**src/rtl/hpse_pkg.sv**
```systemverilog
`default_nettype none
// ----------------------------------------------------------------------------
// hpse_pkg: shared types and codes for the parameter set extractor
// Parse phase codes, end status codes and the result record.
// ----------------------------------------------------------------------------
package hpse_pkg;

  // Parse phases
  localparam logic [2:0] PH_HEADER  = 3'd0;
  localparam logic [2:0] PH_ARR_HDR = 3'd1;
  localparam logic [2:0] PH_CNT_HI  = 3'd2;
  localparam logic [2:0] PH_CNT_LO  = 3'd3;
  localparam logic [2:0] PH_LEN_HI  = 3'd4;
  localparam logic [2:0] PH_LEN_LO  = 3'd5;
  localparam logic [2:0] PH_PAYLOAD = 3'd6;
  localparam logic [2:0] PH_DONE    = 3'd7;

  // End status codes
  localparam logic [1:0] ST_FOUND  = 2'd0;
  localparam logic [1:0] ST_SHORT  = 2'd1;
  localparam logic [1:0] ST_BEYOND = 2'd2;
  localparam logic [1:0] ST_TRUNC  = 2'd3;

  // Result kinds
  localparam logic KIND_BYTE   = 1'b0;
  localparam logic KIND_STATUS = 1'b1;

  // Position of the array count in the fixed header
  localparam logic [4:0] COUNT_POS = 5'd22;

  // One result record
  typedef struct packed {
    logic       kind;
    logic [7:0] payload_byte;
    logic [1:0] status;
    logic       last_of_item;
  } result_t;

endpackage : hpse_pkg
`default_nettype wire

```
**src/rtl/hevc_parameter_set_extractor.sv**
```systemverilog
`default_nettype none
// ----------------------------------------------------------------------------
// hevc_parameter_set_extractor: pull one NAL out of a decoder config record
// Parses the record byte by byte and streams the payload of the selected
// parameter set NAL, followed by one end status per record.
// ----------------------------------------------------------------------------
//  channel | handshake            | payload
//  --------+----------------------+-----------------------------------------
//  in      | in_valid / in_stall  | record_byte, end_of_record
//  out     | out_valid / out_stall| kind, payload_byte, status, last_of_item
//  cfg     | cfg_valid / cfg_ready| cfg_data (wanted_index)
//
//  One input byte is parsed in the cycle it is transferred; its results
//  (none, one or two) go into a four-entry result queue and leave one per
//  cycle while out_stall is low. A byte a cycle is sustained unless
//  in_stall is high; the queue absorbs two-result bytes (last selected byte).
//  in_stall rises when the queue has fewer than two free entries.
//  Synchronous reset clears the parser, the queue and wanted_index.
// ----------------------------------------------------------------------------
module hevc_parameter_set_extractor (
  input  wire logic                 clk,
  input  wire logic                 rst,
  // input bytes
  input  wire logic                 in_valid,
  output logic                      in_stall,
  input  wire logic [7:0]           record_byte,
  input  wire logic                 end_of_record,
  // results
  output logic                      out_valid,
  input  wire logic                 out_stall,
  output logic                      kind,
  output logic [7:0]                payload_byte,
  output logic [1:0]                status,
  output logic                      last_of_item,
  // configuration
  input  wire logic                 cfg_valid,
  output logic                      cfg_ready,
  input  wire logic [15:0]          cfg_data
);
  import hpse_pkg::*;

  // Configuration register
  logic [15:0] wanted_index;

  // Parser state
  logic [2:0]  parse_phase,     parse_phase_next;
  logic [4:0]  header_position, header_position_next;
  logic [7:0]  arrays_left,     arrays_left_next;
  logic [15:0] nals_left,       nals_left_next;
  logic [15:0] payload_left,    payload_left_next;
  logic [7:0]  high_byte_hold,  high_byte_hold_next;
  logic [15:0] nal_counter,     nal_counter_next;
  logic        selected_active, selected_active_next;

  // Results of the current byte
  logic        res_cnt0, res_cnt1;  // result slot 0 / 1 used
  result_t     res0, res1;

  // Result queue
  result_t     queue [4];
  logic [1:0]  wr_ptr, rd_ptr;
  logic [2:0]  count;
  logic [1:0]  pushed;

  logic in_xfer, out_xfer;
  logic [15:0] combined;

  assign cfg_ready = 1'b1;
  assign in_stall  = (count > 3'd2);
  assign in_xfer   = in_valid && !in_stall;
  assign out_valid = (count != 3'd0);
  assign out_xfer  = out_valid && !out_stall;
  assign combined  = {high_byte_hold, record_byte};
  assign pushed    = in_xfer ? ({1'b0, res_cnt0} + {1'b0, res_cnt1}) : 2'd0;

  // Configuration write
  always_ff @(posedge clk) begin
    if (rst) begin
      wanted_index <= '0;
    end else if (cfg_valid && cfg_ready) begin
      wanted_index <= cfg_data;
    end
  end

  // Parse one byte
  always_comb begin
    logic [15:0] nals_dec;
    logic [7:0]  arrays_dec;
    logic        nal_end;      // nal_done path taken
    logic        arr_end;      // array_done path taken
    logic        decide_valid;
    logic [1:0]  decide_status;
    logic        emit_byte;

    parse_phase_next     = parse_phase;
    header_position_next = header_position;
    arrays_left_next     = arrays_left;
    nals_left_next       = nals_left;
    payload_left_next    = payload_left;
    high_byte_hold_next  = high_byte_hold;
    nal_counter_next     = nal_counter;
    selected_active_next = selected_active;

    nal_end       = 1'b0;
    arr_end       = 1'b0;
    decide_valid  = 1'b0;
    decide_status = ST_FOUND;
    emit_byte     = 1'b0;

    case (parse_phase)
      PH_HEADER: begin
        if (header_position >= COUNT_POS) begin
          arrays_left_next = record_byte;
          if (record_byte == 8'd0) begin
            decide_valid  = 1'b1;
            decide_status = ST_BEYOND;
          end else begin
            parse_phase_next = PH_ARR_HDR;
          end
        end else begin
          header_position_next = header_position + 5'd1;
        end
      end
      PH_ARR_HDR: parse_phase_next = PH_CNT_HI;
      PH_CNT_HI: begin
        high_byte_hold_next = record_byte;
        parse_phase_next    = PH_CNT_LO;
      end
      PH_CNT_LO: begin
        nals_left_next = combined;
        if (combined == 16'd0) arr_end = 1'b1;
        else                   parse_phase_next = PH_LEN_HI;
      end
      PH_LEN_HI: begin
        high_byte_hold_next = record_byte;
        parse_phase_next    = PH_LEN_LO;
      end
      PH_LEN_LO: begin
        payload_left_next    = combined;
        selected_active_next = (nal_counter == wanted_index);
        if (combined != 16'd0) begin
          parse_phase_next = PH_PAYLOAD;
        end else if (nal_counter == wanted_index) begin
          decide_valid  = 1'b1;
          decide_status = ST_FOUND;
        end else begin
          nal_end = 1'b1;
        end
      end
      PH_PAYLOAD: begin
        emit_byte         = selected_active;
        payload_left_next = payload_left - 16'd1;
        if (payload_left == 16'd1) begin
          if (selected_active) begin
            decide_valid  = 1'b1;
            decide_status = ST_FOUND;
          end else begin
            nal_end = 1'b1;
          end
        end
      end
      default: ;
    endcase

    // Finished NAL: count it and step through the array
    nals_dec = nals_left - 16'd1;
    if (nal_end) begin
      if (nal_counter != 16'hFFFF) nal_counter_next = nal_counter + 16'd1;
      nals_left_next = nals_dec;
      if (nals_dec == 16'd0) arr_end = 1'b1;
      else                   parse_phase_next = PH_LEN_HI;
    end

    // Finished array
    arrays_dec = arrays_left - 8'd1;
    if (arr_end) begin
      arrays_left_next = arrays_dec;
      if (arrays_dec == 8'd0) begin
        decide_valid  = 1'b1;
        decide_status = ST_BEYOND;
      end else begin
        parse_phase_next = PH_ARR_HDR;
      end
    end

    if (decide_valid) parse_phase_next = PH_DONE;

    // Assemble results: byte first, then a status
    res0     = '0;
    res1     = '0;
    res_cnt0 = 1'b0;
    res_cnt1 = 1'b0;
    if (emit_byte) begin
      res_cnt0          = 1'b1;
      res0.kind         = KIND_BYTE;
      res0.payload_byte = record_byte;
    end
    if (decide_valid || (end_of_record && parse_phase_next != PH_DONE)) begin
      if (!decide_valid) begin
        decide_status = (parse_phase_next == PH_HEADER) ? ST_SHORT : ST_TRUNC;
      end
      if (emit_byte) begin
        res_cnt1    = 1'b1;
        res1.kind   = KIND_STATUS;
        res1.status = decide_status;
      end else begin
        res_cnt0    = 1'b1;
        res0.kind   = KIND_STATUS;
        res0.status = decide_status;
      end
    end
    res0.last_of_item = res_cnt0 && !res_cnt1;
    res1.last_of_item = res_cnt1;

    // End of record clears the parser
    if (end_of_record) begin
      parse_phase_next     = PH_HEADER;
      header_position_next = '0;
      arrays_left_next     = '0;
      nals_left_next       = '0;
      payload_left_next    = '0;
      high_byte_hold_next  = '0;
      nal_counter_next     = '0;
      selected_active_next = 1'b0;
    end
  end

  // Parser registers
  always_ff @(posedge clk) begin
    if (rst) begin
      parse_phase     <= PH_HEADER;
      header_position <= '0;
      arrays_left     <= '0;
      nals_left       <= '0;
      payload_left    <= '0;
      high_byte_hold  <= '0;
      nal_counter     <= '0;
      selected_active <= 1'b0;
    end else if (in_xfer) begin
      parse_phase     <= parse_phase_next;
      header_position <= header_position_next;
      arrays_left     <= arrays_left_next;
      nals_left       <= nals_left_next;
      payload_left    <= payload_left_next;
      high_byte_hold  <= high_byte_hold_next;
      nal_counter     <= nal_counter_next;
      selected_active <= selected_active_next;
    end
  end

  // Result queue storage
  always_ff @(posedge clk) begin
    if (in_xfer) begin
      if (res_cnt0) queue[wr_ptr] <= res0;
      if (res_cnt1) queue[wr_ptr + 2'd1] <= res1;
    end
  end

  // Result queue pointers
  always_ff @(posedge clk) begin
    if (rst) begin
      wr_ptr <= '0;
      rd_ptr <= '0;
      count  <= '0;
    end else begin
      wr_ptr <= wr_ptr + pushed;
      if (out_xfer) rd_ptr <= rd_ptr + 2'd1;
      count <= count + {1'b0, pushed} - {2'b00, out_xfer};
    end
  end

  // Queue head drives the result ports
  assign kind         = queue[rd_ptr].kind;
  assign payload_byte = queue[rd_ptr].payload_byte;
  assign status       = queue[rd_ptr].status;
  assign last_of_item = queue[rd_ptr].last_of_item;

endmodule : hevc_parameter_set_extractor
`default_nettype wire
```
**config.mk**
```make
export PLATFORM = sky130hd
export DESIGN_NAME = hevc_parameter_set_extractor
export DESIGN_NICKNAME = d
export VERILOG_FILES = /design/src/rtl/hpse_pkg.sv /design/src/rtl/hevc_parameter_set_extractor.sv
export SDC_FILE = /design/constraint.sdc
export NUM_CORES = 1
export LEC_CHECK = 0
export ABC_AREA = 1
export BUFFER_PORTS_ARGS = -buffer_cell sky130_fd_sc_hd__buf_4
export CAP_MARGIN = 25
export CORE_MARGIN = 2
export CORE_UTILIZATION = 43
export DETAILED_ROUTE_END_ITERATION = 12
export PLACE_DENSITY_LB_ADDON = 0.2
export SLEW_MARGIN = 20
export SYNTH_ARGS = -nofsm -noshare
export SYNTH_HDL_FRONTEND = slang
export SYNTH_SLANG_ARGS = --single-unit
export TNS_END_PERCENT = 5
```
**constraint.sdc**
```tcl
create_clock -name clk -period 10.2 [get_ports clk]
set_input_delay 1.02 -clock clk [delete_from_list [all_inputs] [get_ports clk]]
set_output_delay 1.02 -clock clk [all_outputs]
set_load 0.02 [all_outputs]
```
; Word-level counts from Yosys, hierarchy flattened
; Memory sizes are Yosys's and may differ from the RTL's. A register that Yosys moved wholly into a read port is not among the register bits.
; Cells that the tools add are included.
; W data, S select, Z words.
[totals]
register_bits = 96
latch_bits = 0
mem_bits_rw = 48
romBits = 0
input_bits = 30
word_cells = 146
mem_count = 1
[op_classes]
addsub = 11
n_mul = 0
div_mod_pow = 0
n_lt_le_gt_ge = 2
eq_ne = 11
n_shift = 0
n_mux = 76
n_bitwise = 0
n_reduce_logical = 33
[mem_list]
columns = name, depth, width, rd, rd_ports_with_merged_regs, wr, line_no
row1 = queue, 4, 12, 1, 1, 2, hevc_parameter_set_extractor.sv:60  ; result_t queue [4];
[ops]
columns = cell, n
row1 = $mux W16, 7
row2 = $mux W8, 7
row3 = $logic_not A16 Y1, 2
row4 = $pmux W16 S2, 1
row5 = $sub A16 B1 Y16 const B, 2
row6 = $mux W1, 31
row7 = $mux W3, 10
row8 = $mux W2, 14
row9 = $pmux W3 S6, 1
row10 = $add A16 B1 Y16 const B, 1
row11 = $eq A16 B1 Y1 const B, 1
row12 = $eq A16 B16 Y1, 1
row13 = $logic_not A8 Y1, 2
row14 = $ne A16 B16 Y1 const B, 1
row15 = $reduce_bool A16 Y1, 1
row16 = $mux W5, 3
row17 = $reduce_bool A3 Y1, 5
row18 = $reduce_bool A2 Y1, 5
row19 = $eq A3 B3 Y1 const B, 3
row20 = $reduce_and A3 Y1, 3
row21 = $reduce_and A2 Y1, 4
row22 = $sub A8 B1 Y8 const B, 1
row23 = $eq A3 B2 Y1 const B, 2
row24 = $logic_not A3 Y1, 2
row25 = 17 further kinds, 23

; Depth between registers and ports, before layout
; Gate-level depths: netlist of the first run.
[logic_depth]
ltp_word = 17
depth_mapped = 30

; Least setup slack after synthesis of the first run
; No wires, ideal clock.
[synth_timing]
path_type = input-to-reg
start = input record_byte[7]
end = register count[2]
setup_ns = 0.128
arrival_ns = 3.864
slack_ns = 6.208
cell_stages = 26
path_buffers = 0
cell_sequence = inv_1 > nand3_1 > nor2_2 > nand3_1 > clkinv_1 > nand2_2 > nand2_2 > nand3_2 > nand2_4 > nand2_2 > nand3_2 > nand2_2 > nand2_4 > nand2_4 > ha_1 > inv_1 > nor2_1 > inv_1 > ha_1 > inv_1 > ha_1 > inv_1 > fa_1 > xor2_1 > inv_1 > nor2_1
[synth_between]
elab_chain_cells = 17
elab_cells_between_ends = 34
[synth_lines]
columns = item, line_no
row1 = from (decl), hevc_parameter_set_extractor.sv:26  ; input wire logic [7:0] record_byte,
row2 = $logic_not A8 Y1, hevc_parameter_set_extractor.sv:114  ; if (record_byte == 8'd0) begin
row3 = $mux W3, hevc_parameter_set_extractor.sv:114
row4 = $mux W3, hevc_parameter_set_extractor.sv:112  ; if (header_position >= COUNT_POS) begin
row5 = $pmux W3 S6, hevc_parameter_set_extractor.sv:110  ; case (parse_phase)
row6 = $mux W3, hevc_parameter_set_extractor.sv:170  ; if (nals_dec == 16'd0) arr_end = 1'b1;
row7 = $mux W3, hevc_parameter_set_extractor.sv:167  ; if (nal_end) begin
row8 = $mux W3, hevc_parameter_set_extractor.sv:178  ; if (arrays_dec == 8'd0) begin
row9 = $mux W3, hevc_parameter_set_extractor.sv:176  ; if (arr_end) begin
row10 = $mux W3, hevc_parameter_set_extractor.sv:186  ; if (decide_valid) parse_phase_next = PH_DONE;
row11 = $ne A3 B3 Y1, hevc_parameter_set_extractor.sv:198  ; if (decide_valid || (end_of_record && parse_phase_next != PH_DONE)) begin
row12 = $logic_and A1 B1 Y1, hevc_parameter_set_extractor.sv:198
row13 = $logic_or A1 B1 Y1 (*), hevc_parameter_set_extractor.sv:198
row14 = $mux W1, hevc_parameter_set_extractor.sv:198
row15 = $add A1 B1 Y2 (*), hevc_parameter_set_extractor.sv:74  ; assign pushed = in_xfer ? ({1'b0, res_cnt0} + {1'b0, res_cnt1}) : 2'd0;
row16 = $mux W2 (*), hevc_parameter_set_extractor.sv:74
row17 = $add A3 B2 Y3 (*), hevc_parameter_set_extractor.sv:268  ; count <= count + {1'b0, pushed} - {2'b00, out_xfer};
row18 = $sub A3 B1 Y3 (*), hevc_parameter_set_extractor.sv:268
row19 = to (signal assigned), hevc_parameter_set_extractor.sv:268
row20 = to (decl), hevc_parameter_set_extractor.sv:62  ; logic [2:0] count;
; Mark *: on every way between the ends. The rest lies on a longest branch, timed or not.
; A chain may end at the register's enable or synchronous reset.

; Worst setup path in the final report of the first run
[layout_timing]
start = input record_byte[6]
end = register count[2]
; The elaborated chain is that of the path after synthesis.

==> results.yml, run 1 <==
placement:
  port_buffers: 43
  post_dp_cell_area_sq_um: 8540
  hpwl_um: 15500
  gp_congestion: 0.915
yosys:
  ys_async_sr_fraction_pct: 0
  synth.area.top_cells: "dfxtp_1 (32%), nand2_1 (11%), nor2_1 (7.5%)"
  synth_common_cells: "nand2_1 (227), nor2_1 (162), dfxtp_1 (130)"
  synthDistinctLibCells: 46
  synthMostInstantiatedCell: "nand2_1"
  syn_nets: 1231
  syn_area_per_cell_sq_um: 6.85
  post-synth-top-area-fraction_pct: 32.1
  syn_area_sq_um: 8110
  synth_edf_count: 16
  yosys_most_used_dff: "dfxtp_1"
  yosysWarnings: 0
  synth-seq-area-share_pct: 38.0
  yosys.area.top_type: "dfxtp_1"
  netlist_instances: 1184
  ys_ff_latch: 146
hold_path:
  min_path_type: "flop to flop"
  min-delay-start: "rd_ptr[1]"
floorplanning:
  dieWidth_um: 141
  core-area_sq_um: 18600
  die_h_um: 141
  rows: 50
  die_area_sq_um: 20000
  ios: 45
  initial_core_util_pct: 43.6
global_route:
  globalRoute.totalOverflow: 0
  grt_use_total_pct: 22.2
  antenna_found_initial: 0
  grt_pass1_wl_um: 35700
  first_global_vias: 7226
  grt_max_degree: 50
cells_and_area:
  fin_nets: 1253
  diodes: 0
  stdcell_area_sq_um: 9130
  utilization_pct: 49.2
  area_growth_pct: 12.7
  layout-drive-gt1-share_pct: 10.2
clock_network:
  clk_pin_slew_ns: 0.06
  ctsRootBufferMaster: "clkbuf_16"
  cts_buffer_depth: 2
  cts_resized: 0
  cts_tree: "done"
  cts_setup_buffers: 0
  holdBufCountCts: 0
  htree_levels: 4
  clk_latency_ns: 0.43
  clock_sinks: 146
  cts_buffers: 17
worst_setup_path:
  startpoint: "record_byte[6]"
  end_kind: "flop"
  required_ns: 10.49
  crit_arrival_ns: 4.66
  crit_type: "primary input to flop"
  rr_startpoint: "parse_phase[2]"
  cp-start-kind: "primary input"
  path_max_fanout: 22
power_and_ir_drop:
  power.leakage_nw: 3.83
  ir_drop_mv: 0.115
  power_density_nw_per_um2: 204
sta:
  slew_violations: 0
  period_share_pct: 42.8
  tightest_slew_ns: 0.787
  hold_viol_final: 0
  setup_viol: 0
  rsz0062_at_grt: "false"
  relSlewSlack_pct: 47.5
  clock_skew_ns: 0.0110
  period_minus_slack_ns: 4.37
  finalSetupTns_ns: 0
  max_freq_ghz: 0.229
routing:
  routed_wl_um: 21500
  post-route-drc-count: 0
  via_count: 7723
  drt_first_pass_iters: 6
  drt_iter0_markers: 538
  drtAntennaViolNets: 0
  wl_per_cell_um: 14.8
  viasPerCell: 5.32
run_status:
  status: "complete, no violations"
run:
  max_cap_violations: 0
-- per-stage QoR --
step / hold WS, ns / total power [mW] / std cells / worst slack, ns
after floorplan: 0.436 / 1.09 / 1184 / 6.21
after global placement: 0.453 / 1.24 / 1421 / 5.49
after detailed placement: 0.454 / 1.24 / 1421 / 5.40
after CTS: 0.465 / 1.87 / 1452 / 5.84
after global routing: 0.487 / 1.97 / 1452 / 5.49
final: 0.462 / 1.87 / 1452 / 5.83
-- state kept, by name, summed over array words and instances, names as in the netlist, 2 cells and up, named ones only --
register / cells
arrays_left: 8
count: 3
header_position: 5
high_byte_hold: 8
nal_counter: 16
nals_left: 16
parse_phase: 3
payload_left: 16
queue: 48
rd_ptr: 2
wanted_index: 16
wr_ptr: 2
-- worst max-delay path, cell delays in order --
cell,delay [ns]
buf_4,0.12
inv_1,0.12
nand3_1,0.13
nor2_2,0.19
nand3_1,0.11
clkinv_1,0.09
nand2_2,0.08
nand2_2,0.32
nand3_2,0.17
nand2_4,0.16
nand2_2,0.09
nand3_2,0.09
nand2_2,0.06
nand2_4,0.10
nand2_4,0.08
ha_1,0.28
inv_1,0.10
nor2_1,0.15
inv_1,0.06
ha_1,0.26
inv_1,0.05
ha_1,0.13
inv_1,0.04
fa_1,0.37
xor2_1,0.17
inv_1,0.06
nor2_1,0.03
-- cell usage in the layout (no fill, tap or decap), drive strengths merged, types with 17 or more instances in the layout --
| cell | count |
|---|---|
| o211ai | 17 |
| xor2 | 18 |
| o21ai | 124 |
| nor2 | 176 |
| nand3 | 66 |
| clkbuf | 22 |
| inv | 137 |
| dfxtp | 130 |
| nand2 | 242 |
| a21oi | 102 |
| buf | 46 |
| nor3 | 23 |
-- cell families (layout without fill, tap and decap cells) --
| logic type | count (synthesis) | count (layout) | share of synthesized area (%) |
|---|---|---|---|
| DFF | 146 | 146 | 38.0 |
| other | 1 | 1 | 0.0463 |
| buffers and inverters | 183 | 217 | 8.97 |
| AOI/OAI and AO/OA | 286 | 286 | 19.4 |
| and+or+nand+nor | 527 | 527 | 28.3 |
| xor gates and xnor gates | 24 | 24 | 2.59 |
| adders and majority gates | 17 | 17 | 2.72 |
-- path summary, 6_finish.rpt --
kind	endpoint	slack, ns	cells after the start
worst max-delay path	count[2]	5.83	27
worst max register to register	count[2]	5.93	23
worst min-delay path	rd_ptr[1]	0.46	2
worst min register to register	rd_ptr[1]	0.46	2
-- where the power goes --
| group | leakage [nW] | total, mW | internal [mW] | switching (mW) |
|---|---|---|---|---|
| combinational | 2.34 | 0.514 | 0.193 | 0.321 |
| sequential | 1.21 | 0.724 | 0.661 | 0.0625 |
| clock | 0.292 | 0.628 | 0.384 | 0.244 |
| total | 3.83 | 1.87 | 1.24 | 0.628 |
-- area by class of cell --
type	instances	area (sq um)
Clock buffer	22	484
Clock inverter	9	105
Fill cell	1904	9450
Inverter	140	528
Multi-Input combinational cell	855	4300
Sequential cell	146	3080
Tap cell	234	293
Timing Repair Buffer	46	345
-- routing by layer --
metal / wire, um / track usage [%] / part of all wire, %
met1: 10300 / 30.2 / 48
met2: 9550 / 35.0 / 44
met3: 1260 / 4.93 / 5.8
met4: 385 / 7.26 / 1.8
met5: 0 / 0 / 0
Note: power is estimated with default switching activity, not from simulation.
==> run 2, diff against run 1 <==
ABC_AREA = 0   (was 1)
clock period = 3.8 ns   (was 10.2 ns; I/O delays follow)
==> run 2 against run 1 <==
Effect of this change:
- largest power group unchanged
- final area grew 10%
- synthesized cell count shrank 20%
- largest cell class unchanged
- area after synthesis shrank 3.0%
- the flow now finishes with violations (negative setup slack)
- count of clock-buffer cells in the layout shrank 1
- first-iteration DRC count grew 13%
- core utilization grew 6.9 points
- via count shrank 4.8%
- hold slack lost 0.27 ns
- total power grew 130%
- register-to-register slack lost 5.9 ns
- non-clock buffer count grew 138
- critical path depth shrank 7
- critical path type is now flop to flop
==> results.yml, run 2 <==
run_status:
  status: "complete, but fails checks"
  failed_checks: "negative setup slack"
power_and_ir_drop:
  power.leakage_nw: 4.14
  comb_power_share_pct: 20.9
  ir_drop_mv: 0.571
  p_sw_mw: 1.23
  power_density_nw_per_um2: 420
  p_seq_share_pct: 40.2
  switching_share_pct: 29.1
  clkPwrFrac_pct: 38.9
  p_int_mw: 3.00
floorplanning:
  ios: 45
  die_area_sq_um: 19400
  rows: 49
  die_h_um: 139
  core-area_sq_um: 18000
  dieWidth_um: 139
  initial_core_util_pct: 43.8
yosys:
  synth_edf_count: 16
  yosysWarnings: 0
  ys_async_sr_fraction_pct: 0
  yosys_most_used_dff: "dfxtp_1"
  synthDistinctLibCells: 70
  syn_nets: 999
  yosys.area.top_type: "dfxtp_1"
  ys_ff_latch: 146
  syn_area_per_cell_sq_um: 8.26
  syn_area_sq_um: 7860
  netlist_instances: 952
  synth.area.top_cells: "dfxtp_1 (33%), nor2_1 (8.1%), edfxtp_1 (6.1%)"
  synth-seq-area-share_pct: 39.2
  synthMostInstantiatedCell: "nor2_1"
  post-synth-top-area-fraction_pct: 33.1
  synth_common_cells: "nor2_1 (170), dfxtp_1 (130), nand2_1 (96)"
routing:
  drt_iter0_markers: 607
  viasPerCell: 5.49
  via_count: 7356
  wl_per_cell_um: 15.8
  drtAntennaViolNets: 0
  post-route-drc-count: 0
  drt_first_pass_iters: 5
  routed_wl_um: 21200
clock_network:
  clock_sinks: 146
  holdBufCountCts: 0
  cts_buffers: 17
  htree_levels: 4
  clk_latency_ns: 0.42
  cts_buffer_depth: 2
  ctsRootBufferMaster: "clkbuf_16"
  cts_tree: "done"
  clk_pin_slew_ns: 0.06
placement:
  gp_congestion: 0.876
  post_dp_cell_area_sq_um: 9260
  hpwl_um: 15300
  dpl.cell_count: 1297
  port_buffers: 43
cells_and_area:
  stdcell_area_sq_um: 10100
  area_growth_pct: 28.1
  fillers: 1647
  layout_commonest_cell: "buf_4"
  regMostFlops: "queue"
  stdcell_count: 1340
  fin_nets: 1146
  diodes: 0
  largest_reg_flops: 48
  layout_common_cells: "buf_4 (182), nor2_1 (169), dfxtp_1 (123), nand2_1 (95), a21oi_1 (67)"
  layout-drive-gt1-share_pct: 24.9
worst_setup_path:
  crit_chain: "xor2_1 -> nor4_2 -> buf_4 -> nand4_1 -> buf_4 -> o211a_4 -> o31a_1 -> o41a_1 -> nor2_2 -> inv_2 -> ha_4 -> nand2_4 -> ha_4 -> inv_2 -> ha_4 -> inv_2 -> fa_2 -> xnor2_2 -> xnor2_1 -> nor2_1"
  required_ns: 4.07
  end_kind: "flop"
  r2r_slack_ns: -0.009
  cp-start-kind: "flop"
  slowest_delay_ns: 0.41
  slowest_stage: "o41a_1"
  path_delay_family: "adder cells"
  path_buf_inv: 5
  crit_type: "flop to flop"
  path_max_fanout: 2
  crit_arrival_ns: 4.08
global_route:
  antenna_found_initial: 0
  grt_pass1_wl_um: 34900
  globalRoute.totalOverflow: 0
  grt_max_degree: 79
  grt_use_total_pct: 21.9
  first_global_vias: 6921
sta:
  slew_violations: 0
  period_minus_slack_ns: 3.81
  max_freq_ghz: 0.263
  hold_viol_final: 0
  period_share_pct: 100
  rsz0062_at_grt: "true"
  setup_viol: 1
  relSlewSlack_pct: 40.4
  hold_ws_ns: 0.190
  clock_skew_ns: 0.00924
  tightest_slew_ns: 0.895
  layout_setup_ws_ns: -0.00940
hold_path:
  min_path_type: "primary input to flop"
run:
  max_cap_violations: 0
-- run 2: cell types whose count changed in the layout (fill, tap and decap cells not counted), moves of 20 or more --
cell and change:
nand3_1 -38, inv_1 -107, nand2_1 -132, a22oi_1 +24, o21ai_0 -79, buf_4 +136
xnor2_1 +20, a21oi_1 -35
-- run 2: through the flow --
stage	setup WS, ns	power, mW	setup TNS (ns)	util [%]
finish	-0.00940	4.23	-0.00940	56.0
global route	-0.249	4.43	-0.300	56.0
CTS	-0.0197	4.23	-0.0197	55.5
detailed placement	-0.281	2.57	-0.409	51.6
global placement	-0.201	2.56	-0.259	51.6
floorplan	-0.105	2.28	-0.273	-
-- run 2: routing by layer --
metal | GRT usage, % | vias up | wire (um)
met2 | 34.6 | 178 | 9800
li1 | - | 3699 | -
met1 | 30.3 | 3440 | 9990
met4 | 7.97 | 0 | 418
met3 | 3.68 | 39 | 976
met5 | 0 | - | 0
-- run 2: tightest hold or removal path, delay by kind of cell --
| family | cells | cell delay (ns) |
|---|---|---|
| mux | 1 | 0.05 |
| buf+inv | 1 | 0.07 |
| simple gates | 1 | 0.07 |
-- run 2: cell families (layout without fill, tap and decap cells) --
logic type | after synthesis | count (layout) | synth area share [%]
AOI/OAI and AO/OA | 204 | 204 | 17.2
adders and majority gates | 17 | 17 | 2.80
xor gates and xnor gates | 49 | 49 | 5.46
and+or+nand+nor | 425 | 425 | 25.5
buffers and inverters | 79 | 238 | 4.01
muxes | 31 | 31 | 5.86
other | 1 | 1 | 0.0477
DFF | 146 | 146 | 39.2
-- run 2: final timing paths --
check | from | end | depth (start not counted)
worst min register to register | queue[3][4] | queue[3][4] | 2
worst max register to register | wanted_index[9] | count[2] | 20
worst max-delay path | wanted_index[9] | count[2] | 20
worst min-delay path | cfg_data[12] | wanted_index[12] | 3
-- run 2: what timing repair did --
action | CTS | global route
pin swaps | 14 | 11
setup buffers | 8 | 4
hold endpoints to repair | 0 | 0
gates resized for setup | 19 | 14
setup endpoints to repair | 2 | 17
-- run 2: layout make-up --
cell class                 instances  area, sq um  share of cell area [%]
clock buffer                      21          482                    4.78
timing repair buffer             184         1390                    13.8
multi-input combinational        727         4640                    46.1
tap                              229          287                    2.85
sequential                       146         3090                    30.7
inverter                          23         86.3                   0.857
clock inverter                    10         96.3                   0.957
-- run 2: power by group through the flow --
stage                     sequential (mW)  combinational (mW)  clock [mW]
after detailed placement             1.73               0.842           0
after floorplan                      1.69               0.586           0
final                                1.70               0.883        1.65
after CTS                            1.70               0.855        1.68
after global routing                 1.71               0.971        1.75
after global placement               1.73               0.828           0
==> run 3, diff against run 2 <==
CORE_MARGIN = 3   (was 2)
CORE_UTILIZATION = 55   (was 43)
==> run 3 against run 2 <==
Effect of this change:
- the run still ends with negative setup slack left
- first-iteration DRC count increased by 38%
- sequential share of layout area is 0.74 points higher
- final area is 2.5% lower
- via count increased by 2.7%
- combinational power increased by 0.9%
- die area decreased by 19%
- flip-flop and latch count stayed put
- core utilization increased by 14 points
- non-clock buffer count is 32 lower
- critical path depth fell by 2
- highest routed layer unchanged
- total power up 4.7%
==> results.yml, run 3 (same netlist as run 2, synthesis figures left out) <==
run_status:
  status: "complete, but fails checks"
  failed_checks: "negative setup slack"
clock_network:
  cts_tree: "done"
  ctsRootBufferMaster: "clkbuf_16"
  clock_sinks: 146
  htree_levels: 4
  cts_buffers: 17
  cts_buffer_depth: 2
  clk_pin_slew_ns: 0.06
  clk_latency_ns: 0.43
floorplanning:
  dieWidth_um: 126
  core-area_sq_um: 13900
  die_h_um: 126
  rows: 43
  ios: 45
  initial_core_util_pct: 56.4
  die_area_sq_um: 15800
sta:
  hold_ws_ns: 0.188
  finalSetupTns_ns: -0.00129
  period_minus_slack_ns: 3.80
  relSlewSlack_pct: 41.5
  tightest_slew_ns: 0.877
  clock_skew_ns: 0.00598
  slew_violations: 0
  period_share_pct: 100
  layout_setup_ws_ns: -0.00129
  hold_viol_final: 0
  setup_viol: 1
  max_freq_ghz: 0.263
  rsz0062_at_grt: "true"
power_and_ir_drop:
  ir_drop_mv: 0.357
  clkPwrFrac_pct: 41.4
  p_seq_share_pct: 38.5
  switching_share_pct: 28.1
  p_sw_mw: 1.24
  comb_power_share_pct: 20.1
  power_density_nw_per_um2: 452
  p_int_mw: 3.19
  power.leakage_nw: 3.99
worst_setup_path:
  slowest_stage: "fa_2"
  cp.depth: 18
  required_ns: 4.08
  crit_chain: "nor3_1 -> nand4_1 -> or2_1 -> o211a_4 -> o31a_1 -> o41a_1 -> nor2_2 -> inv_2 -> ha_4 -> nand2_4 -> ha_4 -> inv_4 -> ha_4 -> inv_2 -> fa_2 -> xnor2_2 -> xnor2_1 -> nor2_1"
  path_delay_family: "simple AND/OR/NAND/NOR gates"
  slowest_delay_ns: 0.39
  crit_type: "flop to flop"
  end_kind: "flop"
  reg2reg_depth: 18
  crit_arrival_ns: 4.08
  path_buf_inv: 3
  path_max_fanout: 3
  cp-start-kind: "flop"
  crit_top_cell: "ha_4"
global_route:
  grt_max_degree: 79
  first_global_vias: 7044
  grt_pass1_wl_um: 36100
  globalRoute.totalOverflow: 0
  grt_use_total_pct: 28.3
  antenna_found_initial: 0
placement:
  port_buffers: 43
  gp_congestion: 0.929
  hpwl_um: 15000
  post_dp_cell_area_sq_um: 9030
cells_and_area:
  layout_common_cells: "nor2_1 (169), buf_4 (152), dfxtp_1 (127), nand2_1 (95), a21oi_1 (67)"
  area_growth_pct: 24.8
  diodes: 0
  fillers: 1039
  fin_nets: 1114
  layout-drive-gt1-share_pct: 22.6
  layout_commonest_cell: "nor2_1"
  largest_reg_flops: 48
  multi_input_area_sq_um: 4620
  regMostFlops: "queue"
  stdcell_area_sq_um: 9820
  regArea_sq_um: 3090
  utilization_pct: 70.4
routing:
  wl_per_cell_um: 17.5
  viasPerCell: 6.00
  drtAntennaViolNets: 0
  post-route-drc-count: 0
  drt_iter0_markers: 837
  via_count: 7554
  drt_first_pass_iters: 5
  routed_wl_um: 22100
hold_path:
  whs_path_depth: 3
  min_path_type: "primary input to flop"
run:
  max_cap_violations: 0
## run 3: power groups by stage
stage               Sequential, mW  Clock [mW]  Combinational [mW]
finish                        1.71        1.84               0.891
global route                  1.72        1.94               0.969
CTS                           1.71        1.85               0.864
detailed placement            1.74           0               0.832
global placement              1.73           0               0.821
floorplan                     1.69           0               0.586
## run 3: worst paths after layout
path,start,to,slack [ns]
setup / recovery,payload_left[10],count[2],-0.001
setup reg to reg,payload_left[10],count[2],-0.001
hold / removal,cfg_data[6],wanted_index[6],0.19
hold reg to reg,queue[3][8],queue[3][8],0.46
## run 3: timing repair
| item | 4_1_cts | 5_1_grt |
|---|---|---|
| pin swaps | 13 | 5 |
| setup buffers | 1 | 1 |
| endpoints found under the setup margin | 2 | 37 |
| resized for setup | 19 | 9 |
| hold buffers | 0 | 0 |
| endpoints found under the hold margin | 0 | 0 |
## run 3: through the flow
stage,std cells,setup slack (ns),total power [mW]
6_report,1260,-0.00129,4.43
5_1_grt,1260,-0.137,4.62
4_1_cts,1259,-0.0273,4.42
3_5_place_dp,1226,-0.159,2.57
3_3_place_gp,1226,-0.0884,2.55
2_1_floorplan,952,-0.105,2.28
## run 3: per-layer routing
layer | up-vias | GRT usage [%] | share of wire [%]
met5 | - | 0 | 0
met4 | 0 | 10.4 | 3.0
met3 | 48 | 5.89 | 7.4
met2 | 313 | 45.1 | 46
met1 | 3558 | 38.1 | 43
li1 | 3635 | - | -
## run 3: worst register-to-register path: cells and delay by family, from the launching register on
family                     cells  cell delay (ns)
DFF                            1             0.31
buffers and inverters          3             0.16
AOI/OAI and AO/OA              3             0.62
xor gates and xnor gates       2             0.29
adders and majority gates      4             1.03
and+or+nand+nor                6             1.25
## run 3: layout make-up
| class | count | area share [%] |
|---|---|---|
| tap | 180 | 2.29 |
| timing repair buffer | 152 | 11.6 |
| clock inverter | 14 | 2.15 |
| clock buffer | 18 | 4.47 |
| multi-input combinational | 727 | 47.1 |
| inverter | 23 | 0.905 |
| sequential | 146 | 31.4 |
